--- src/plin_pkg.sv ---
// ----------------------------------------------------------------------------
// plin_pkg
// Shared widths, item codes and word types of the piecewise linear
// interpolator.
// ----------------------------------------------------------------------------
package plin_pkg;

	localparam int MAX_POINTS = 32;
	localparam int IDX_W      = $clog2(MAX_POINTS);

	localparam int POS_W  = 24;
	localparam int VAL_W  = 32;
	localparam int CNT_W  = 6;
	localparam int SLOT_W = 5;
	localparam int SEG_W  = 5;
	localparam int PROD_W = POS_W + VAL_W;

	localparam logic KIND_WRITE = 1'b0;
	localparam logic KIND_QUERY = 1'b1;

	typedef struct packed {
		logic              kind;
		logic [SLOT_W-1:0] entry_index;
		logic [POS_W-1:0]  entry_position;
		logic [VAL_W-1:0]  entry_value;
		logic [POS_W-1:0]  query_position;
	} req_t;

	typedef struct packed {
		logic [VAL_W-1:0] result_value;
		logic             below_first;
		logic             above_last;
		logic [SEG_W-1:0] segment;
	} rsp_t;

	// one segment to blend: lower and upper breakpoint and the query
	typedef struct packed {
		logic [POS_W-1:0] x1;
		logic [VAL_W-1:0] y1;
		logic [POS_W-1:0] x2;
		logic [VAL_W-1:0] y2;
		logic [POS_W-1:0] q;
	} blend_req_t;

endpackage

--- src/plin_blend.sv ---
// ----------------------------------------------------------------------------
// plin_blend
// Segment blend: one multiply of the offset by the value span, then a
// bit-serial restoring divide by the position span, then add or subtract
// from the lower value with saturation.
// ----------------------------------------------------------------------------
module plin_blend (
	input  logic                      clk,
	input  logic                      arst_n,
	input  logic                      start,
	input  plin_pkg::blend_req_t      req,
	output logic                      done,
	output logic [plin_pkg::VAL_W-1:0] result
);
	import plin_pkg::*;

	localparam int DCNT_W = $clog2(VAL_W);

	typedef enum logic [1:0] {BL_IDLE, BL_MUL, BL_DIV, BL_FIN} bl_state_t;

	bl_state_t         bl_state_q;
	logic [DCNT_W-1:0] cnt_q;
	logic              done_q;
	logic [VAL_W-1:0]  result_q;

	logic [POS_W-1:0]  dq_q;
	logic [POS_W-1:0]  dx_q;
	logic [VAL_W-1:0]  dy_q;
	logic [VAL_W-1:0]  y1_q;
	logic              falling_q;
	logic [POS_W-1:0]  rem_q;
	logic [VAL_W-1:0]  sh_q;

	logic [PROD_W-1:0] prod;
	logic [POS_W+1:0]  trial;
	logic              qbit;
	logic [VAL_W:0]    sum;
	logic [VAL_W-1:0]  final_val;

	assign prod  = dq_q * dy_q;
	assign trial = {1'b0, rem_q, sh_q[VAL_W-1]} - {2'b00, dx_q};
	assign qbit  = !trial[POS_W+1];
	assign sum   = {1'b0, y1_q} + {1'b0, sh_q};

	always_comb begin
		if (falling_q) begin
			final_val = (sh_q > y1_q) ? '0 : y1_q - sh_q;
		end else begin
			final_val = sum[VAL_W] ? '1 : sum[VAL_W-1:0];
		end
	end

	always_ff @(posedge clk or negedge arst_n) begin
		if (!arst_n) begin
			bl_state_q <= BL_IDLE;
			cnt_q      <= '0;
			done_q     <= 1'b0;
			result_q   <= '0;
		end else begin
			done_q <= 1'b0;
			unique case (bl_state_q)
				BL_IDLE: begin
					if (start) bl_state_q <= BL_MUL;
				end
				BL_MUL: begin
					cnt_q      <= '0;
					bl_state_q <= BL_DIV;
				end
				BL_DIV: begin
					if (cnt_q == DCNT_W'(VAL_W - 1)) begin
						cnt_q      <= '0;
						bl_state_q <= BL_FIN;
					end else begin
						cnt_q <= cnt_q + 1'b1;
					end
				end
				BL_FIN: begin
					result_q   <= final_val;
					done_q     <= 1'b1;
					bl_state_q <= BL_IDLE;
				end
			endcase
		end
	end

	always_ff @(posedge clk) begin
		if (bl_state_q == BL_IDLE && start) begin
			dq_q      <= req.q - req.x1;
			dx_q      <= req.x2 - req.x1;
			falling_q <= req.y2 < req.y1;
			dy_q      <= (req.y2 < req.y1) ? req.y1 - req.y2 : req.y2 - req.y1;
			y1_q      <= req.y1;
		end
		// product loads straight into the remainder and shift registers
		if (bl_state_q == BL_MUL) begin
			{rem_q, sh_q} <= prod;
		end
		if (bl_state_q == BL_DIV) begin
			if (qbit) rem_q <= trial[POS_W-1:0];
			else      rem_q <= {rem_q[POS_W-2:0], sh_q[VAL_W-1]};
			sh_q <= {sh_q[VAL_W-2:0], qbit};
		end
	end

	assign done   = done_q;
	assign result = result_q;

`ifndef ASSERT_OFF
	a_start_idle: assert property (@(posedge clk) disable iff (!arst_n)
		start |-> bl_state_q == BL_IDLE)
		else $error("blend start while busy");

	a_done_after_fin: assert property (@(posedge clk) disable iff (!arst_n)
		done_q |-> $past(bl_state_q) == BL_FIN)
		else $error("blend done without finishing step");

	a_cnt_in_div: assert property (@(posedge clk) disable iff (!arst_n)
		cnt_q != '0 |-> bl_state_q == BL_DIV)
		else $error("divide counter running outside divide");
`endif

endmodule

--- src/piecewise_linear_interpolator_unit.sv ---
// ----------------------------------------------------------------------------
// piecewise_linear_interpolator_unit
// Breakpoint table in one synchronous memory, scanned one slot a cycle;
// a write word is taken whenever the unit is idle. A query scans from
// slot 0 to the first slot at or above its position, or the last in use,
// and answers clamped or interpolated (32-step serial divide). One query
// in flight at a time. Reset clears control and sets point_count to 1;
// table contents are undefined until written, no clearing pass.
// ----------------------------------------------------------------------------
module piecewise_linear_interpolator_unit (
	input  logic                       clk,
	input  logic                       arst_n,
	input  logic                       req_valid,
	output logic                       req_stall,
	input  plin_pkg::req_t             req_word,
	output logic                       rsp_valid,
	input  logic                       rsp_stall,
	output plin_pkg::rsp_t             rsp_word,
	input  logic                       cfg_valid,
	output logic                       cfg_ready,
	input  logic [plin_pkg::CNT_W-1:0] cfg_data
);
	import plin_pkg::*;

	localparam int ENTRY_W = POS_W + VAL_W;

	typedef enum logic [1:0] {ST_IDLE, ST_SEARCH, ST_BLEND, ST_EMIT} state_t;

	state_t            state_q;
	logic [IDX_W-1:0]  addr_q;
	logic              chk_v_s1;
	logic [IDX_W-1:0]  chk_idx_s1;
	logic              blend_start_q;
	logic              rsp_valid_q;
	rsp_t              rsp_q;
	logic [CNT_W-1:0]  point_count_q;

	logic [ENTRY_W-1:0] table_mem [MAX_POINTS];
	logic [ENTRY_W-1:0] rd_entry_s1;
	logic [POS_W-1:0]   rd_pos;
	logic [VAL_W-1:0]   rd_val;

	logic [POS_W-1:0]  q_pos_q;
	logic [POS_W-1:0]  prev_pos_q;
	logic [VAL_W-1:0]  prev_val_q;
	blend_req_t        blend_req_q;
	rsp_t              pend_q;

	logic              accept;
	logic              wr_en;
	logic              query_start;
	logic [IDX_W-1:0]  last_idx;
	logic              hit;
	logic              at_last;
	logic              blend_done;
	logic [VAL_W-1:0]  blend_result;

	assign req_stall   = (state_q != ST_IDLE);
	assign cfg_ready   = (state_q == ST_IDLE);
	assign accept      = req_valid && !req_stall;
	assign wr_en       = accept && req_word.kind == KIND_WRITE
	                     && (32'(req_word.entry_index) < 32'(MAX_POINTS));
	assign query_start = accept && req_word.kind == KIND_QUERY;

	assign {rd_pos, rd_val} = rd_entry_s1;
	assign hit     = rd_pos >= q_pos_q;
	assign at_last = chk_idx_s1 == last_idx;

	// last slot in use, count clamped to 1..MAX_POINTS
	always_comb begin
		if (point_count_q == '0) begin
			last_idx = '0;
		end else if (32'(point_count_q) > 32'(MAX_POINTS)) begin
			last_idx = IDX_W'(MAX_POINTS - 1);
		end else begin
			last_idx = IDX_W'(point_count_q - 1'b1);
		end
	end

	always_ff @(posedge clk or negedge arst_n) begin
		if (!arst_n) begin
			point_count_q <= CNT_W'(1);
		end else if (cfg_valid && cfg_ready) begin
			point_count_q <= cfg_data;
		end
	end

	always_ff @(posedge clk) begin
		if (wr_en) begin
			table_mem[IDX_W'(req_word.entry_index)] <=
				{req_word.entry_position, req_word.entry_value};
		end
		if (state_q == ST_SEARCH) begin
			rd_entry_s1 <= table_mem[addr_q];
		end
	end

	always_ff @(posedge clk or negedge arst_n) begin
		if (!arst_n) begin
			state_q       <= ST_IDLE;
			addr_q        <= '0;
			chk_v_s1      <= 1'b0;
			chk_idx_s1    <= '0;
			blend_start_q <= 1'b0;
			rsp_valid_q   <= 1'b0;
			rsp_q         <= '0;
		end else begin
			blend_start_q <= 1'b0;
			if (rsp_valid_q && !rsp_stall) rsp_valid_q <= 1'b0;
			unique case (state_q)
				ST_IDLE: begin
					if (query_start) begin
						addr_q   <= '0;
						chk_v_s1 <= 1'b0;
						state_q  <= ST_SEARCH;
					end
				end
				ST_SEARCH: begin
					// read issued at addr_q, checked in the next cycle
					chk_v_s1   <= 1'b1;
					chk_idx_s1 <= addr_q;
					if (addr_q != last_idx) addr_q <= addr_q + 1'b1;
					if (chk_v_s1) begin
						if (hit && chk_idx_s1 == '0) begin
							chk_v_s1 <= 1'b0;
							state_q  <= ST_EMIT;
						end else if (hit) begin
							chk_v_s1      <= 1'b0;
							blend_start_q <= 1'b1;
							state_q       <= ST_BLEND;
						end else if (at_last) begin
							chk_v_s1 <= 1'b0;
							state_q  <= ST_EMIT;
						end
					end
				end
				ST_BLEND: begin
					if (blend_done) state_q <= ST_EMIT;
				end
				ST_EMIT: begin
					if (!rsp_valid_q || !rsp_stall) begin
						rsp_valid_q <= 1'b1;
						rsp_q       <= pend_q;
						state_q     <= ST_IDLE;
					end
				end
			endcase
		end
	end

	always_ff @(posedge clk) begin
		if (query_start) begin
			q_pos_q <= req_word.query_position;
		end
		if (state_q == ST_SEARCH && chk_v_s1) begin
			prev_pos_q <= rd_pos;
			prev_val_q <= rd_val;
			if (hit) begin
				blend_req_q.x1 <= prev_pos_q;
				blend_req_q.y1 <= prev_val_q;
				blend_req_q.x2 <= rd_pos;
				blend_req_q.y2 <= rd_val;
				blend_req_q.q  <= q_pos_q;
				pend_q.result_value <= rd_val;
				pend_q.below_first  <= (chk_idx_s1 == '0);
				pend_q.above_last   <= 1'b0;
				pend_q.segment      <= SEG_W'(chk_idx_s1);
			end else begin
				// clamp-above candidate, replaced if the scan goes on
				pend_q.result_value <= rd_val;
				pend_q.below_first  <= 1'b0;
				pend_q.above_last   <= 1'b1;
				pend_q.segment      <= SEG_W'(chk_idx_s1);
			end
		end
		if (state_q == ST_BLEND && blend_done) begin
			pend_q.result_value <= blend_result;
		end
	end

	plin_blend u_blend (
		.clk    (clk),
		.arst_n (arst_n),
		.start  (blend_start_q),
		.req    (blend_req_q),
		.done   (blend_done),
		.result (blend_result)
	);

	assign rsp_valid = rsp_valid_q;
	assign rsp_word  = rsp_q;

`ifndef ASSERT_OFF
	a_chk_in_search: assert property (@(posedge clk) disable iff (!arst_n)
		chk_v_s1 |-> state_q == ST_SEARCH)
		else $error("pending check outside table scan");

	a_chk_bound: assert property (@(posedge clk) disable iff (!arst_n)
		chk_v_s1 |-> chk_idx_s1 <= last_idx)
		else $error("table scan passed last slot in use");

	a_done_when_waiting: assert property (@(posedge clk) disable iff (!arst_n)
		blend_done |-> state_q == ST_BLEND)
		else $error("blend done while not waiting for it");

	a_flags_exclusive: assert property (@(posedge clk) disable iff (!arst_n)
		rsp_valid_q |-> !(rsp_q.below_first && rsp_q.above_last))
		else $error("both clamp flags set");
`endif

endmodule
--- config.mk ---
export PLATFORM = sky130hd
export DESIGN_NAME = piecewise_linear_interpolator_unit
export DESIGN_NICKNAME = d
export VERILOG_FILES = /design/src/plin_pkg.sv /design/src/plin_blend.sv /design/src/piecewise_linear_interpolator_unit.sv
export SDC_FILE = /design/constraint.sdc
export NUM_CORES = 2
export LEC_CHECK = 0
export BUFFER_PORTS_ARGS = -buffer_cell sky130_fd_sc_hd__buf_2
export CORE_MARGIN = 2
export CORE_UTILIZATION = 60
export CTS_CLUSTER_DIAMETER = 30
export DETAILED_ROUTE_END_ITERATION = 10
export PLACE_DENSITY = 0.72
export SETUP_SLACK_MARGIN = 0.1
export SLEW_MARGIN = 20
export SYNTH_ARGS = -nofsm -noshare
export SYNTH_HDL_FRONTEND = slang
export SYNTH_SLANG_ARGS = --single-unit
--- constraint.sdc ---
create_clock -name clk -period 25.6 [get_ports clk]
set_input_delay 1.28 -clock clk [delete_from_list [all_inputs] [get_ports clk]]
set_output_delay 1.28 -clock clk [all_outputs]
set_load 0.03 [all_outputs]
==> reports/results.txt <==
commonest cells in the netlist -> edfxtp_1, inv_1, fa_1, nand2_1, mux4_2
drt wl/cell -> 29.7 um
placed cells -> 10700
vias per inst -> 6.38
CP startpoint kind -> register
most repeated library cell on the critical path -> fa_1
Final Hold Fails -> 0
hold-fix buffer count after cts -> 0
fraction of registers with async set/reset -> 0.0422
EDFF count, synth -> 2272
Ys Warns -> 0
Power Dens Cells -> 125 nW/um^2
post-synthesis cell area -> 124000 um^2
post-synthesis sequential area ratio -> 0.572
Crit Path Category -> reg2reg
final net count -> 9616
Worst-path clk slew -> 0.05 ns
Max-slew headroom -> 0.118
TritonCTS buffer count -> 402
Crit Path Max Fanout -> 13
initial antenna violation count -> 39
die width -> 458 um
share of cells above drive strength 1 -> 0.191
TritonCTS clock tree -> done
Die ar. -> 210000 um^2
Fin Hold WS -> 0.287 ns
WL final -> 341000 um
core area -> 205000 um^2
R2R cell count -> 23
Final ANT Viol Nets -> 0
post-CTS setup buffer count -> 0
Syn Inst Count -> 8142
H-tree depth -> 5
result of the run -> completed
largest net degree at the start of global routing -> 131
maximum VDD drop -> 0.177 mV
Vias -> 73100
unrepaired setup endpoints after global routing -> no
fin crit period -> 8.22 ns
WP data required -> 26.28 ns
final setup violation count -> 0
Post-synth top flop -> edfxtp_1
Synthesized Nets -> 9320
TNS Setup -> 0 ns
crit-path cells -> buf_8, and2_1, fa_1, inv_1, fa_1, inv_1, fa_1, inv_1, fa_1, inv_1, fa_1, fa_1, fa_1, ha_1, a21o_1, o211ai_1, o21ai_0, a21oi_1, o311ai_2, a311oi_1, o41ai_1, xnor2_1, mux2_2
Hold/Removal Path Class -> in2async
synth top area cells -> edfxtp_1, fa_1, mux4_2
worst clock skew -> 0.131 ns
average size of a mapped cell -> 15.2 um^2
Initial Util -> 0.604
Post-DP HPWL -> 194000 um
max capacitance violation total -> 0
clk_lat worst skew -> 1.04 ns
LEAKAGE -> 52.7 nW
Fmax -> 0.122 GHz
endpoint class of the critical path -> register
placed cell area -> 128000 um^2
starting DRC count in detailed routing -> 8837
Synth top area share -> 0.552
first-pass GRT wire length -> 503000 um
vias in the first global route -> 76600
Area growth syn-to-layout -> 14.3%
DRC Markers -> 0
r2r setup slk -> 17.38 ns
RR Startpoint -> u_blend.dy_q[5]$_DFFE_PP_
slowest CP cell -> a21oi_1
most instantiated library cell after synthesis -> edfxtp_1
Netlist cell types -> 92
crit-path max cell delay -> 0.83 ns
1st-pass router iterations -> 6
cell row count -> 166
Placer Congestion -> 0.934
non-filler cells, final -> 11500
GRT Total Usage -> 0.329
Clock Path Buffers -> 4
Root Driver -> clkbuf_16
Least-Margin Pin Slew -> 1.31 ns
clk sinks -> 2372
post-cts repair resize count -> 0
post-synth top area cell -> edfxtp_1
Tcrit/Tclk final -> 0.321
I/O Buffers -> 138
final slew viol count -> 0
Ports -> 139
die height -> 458 um
Design Area, Final -> 141000 um^2
Overflow after GRT -> 0
FF+latch count, synth -> 2372
Arrival @ worst endpoint -> 8.90 ns
Worst R2R End -> u_blend.rem_q[16]$_DFFE_PP_
kinds of logic (layout without fill, tap and decap cells):
logic type,Yosys count,after routing,share of synthesized area
flops,2372,2372,0.572
simple gates,1525,1525,0.0604
buf+inv,1340,1956,0.0410
fa+ha+maj,1081,1081,0.150
compound gates,951,951,0.0504
mux,697,697,0.114
xor+xnor,176,176,0.0125
other cells,0,20,0
worst max-delay path by stage:
stage / to / start / cells after the start / slack [ns]
floorplan: blend_req_q[0]$_DFFE_PP_ / state_q[1]$_DFFE_PN0P_ / 5 / 16.97
global placement: u_blend.rem_q[16]$_DFFE_PP_ / u_blend.dy_q[5]$_DFFE_PP_ / 22 / 17.51
detailed placement: u_blend.rem_q[16]$_DFFE_PP_ / u_blend.dy_q[5]$_DFFE_PP_ / 22 / 17.42
CTS: u_blend.rem_q[16]$_DFFE_PP_ / u_blend.dy_q[5]$_DFFE_PP_ / 22 / 17.42
global route: u_blend.rem_q[9]$_DFFE_PP_ / u_blend.dy_q[29]$_DFFE_PP_ / 23 / 17.05
finish: u_blend.rem_q[16]$_DFFE_PP_ / u_blend.dy_q[5]$_DFFE_PP_ / 23 / 17.38
power breakdown:
group | internal, mW | switching, mW
clock | 3.52 | 1.94
combinational | 2.84 | 4.26
sequential | 4.79 | 0.263
total | 11.2 | 6.47
cell type report:
type,count,area (um^2)
repair buffers,271,1780
clock buffers,461,10500
flip-flops and latches,2372,70700
inverters,961,3610
diodes,20,50.0
multi-input cells,4430,48200
well taps,2688,3360
fillers,13100,63400
clock inverters,263,3110
per-layer routing:
| layer | vias up | GRT usage | wire length (um) |
|---|---|---|---|
| met5 | - | 0 | 115 |
| met3 | 850 | 0.0599 | 29200 |
| li1 | 30300 | - | - |
| met2 | 4160 | 0.552 | 172000 |
| met1 | 37800 | 0.421 | 124000 |
| met4 | 18 | 0.146 | 15100 |
layout by cell type, fill, tap and decap left out, types with 190 or more instances in the layout:
master / n
a21oi_1: 257
nand2_1: 565
mux4_2: 560
edfxtp_1: 2272
clkbuf_16: 410
inv_1: 959
o21ai_0: 202
nor2_1: 190
ha_1: 412
fa_1: 665
and2_1: 401
critical path, delay by kind of cell, from the launching register on:
kind	cells	cell delay, ns
simple gates	1	0.16
fa+ha+maj	8	3.84
mux	1	0.28
flops	1	0.67
xor+xnor	1	0.15
buf+inv	5	0.49
compound gates	7	2.40
per-stage QoR:
stage,setup slack [ns],util,power (mW)
2_1_floorplan,16.97,-,10.0
3_3_place_gp,17.51,0.623,12.0
3_5_place_dp,17.42,0.623,12.1
4_1_cts,17.42,0.690,17.6
5_1_grt,17.05,0.690,18.5
6_report,17.38,0.690,17.6
state kept, by name, summed over array words and instances (netlist names), 5 cells and up:
signal          count
table_mem        1792
blend_req_q       136
rd_entry_s1        56
pend_q             39
rsp_word           39
prev_val_q         32
u_blend.dy_q       32
u_blend.result     32
u_blend.sh_q       32
u_blend.y1_q       32
prev_pos_q         24
q_pos_q            24
u_blend.dq_q       24
u_blend.dx_q       24
u_blend.rem_q      24
point_count_q       6
addr_q              5
chk_idx_s1          5
u_blend.cnt_q       5
Power figures use the tool's default switching activity.
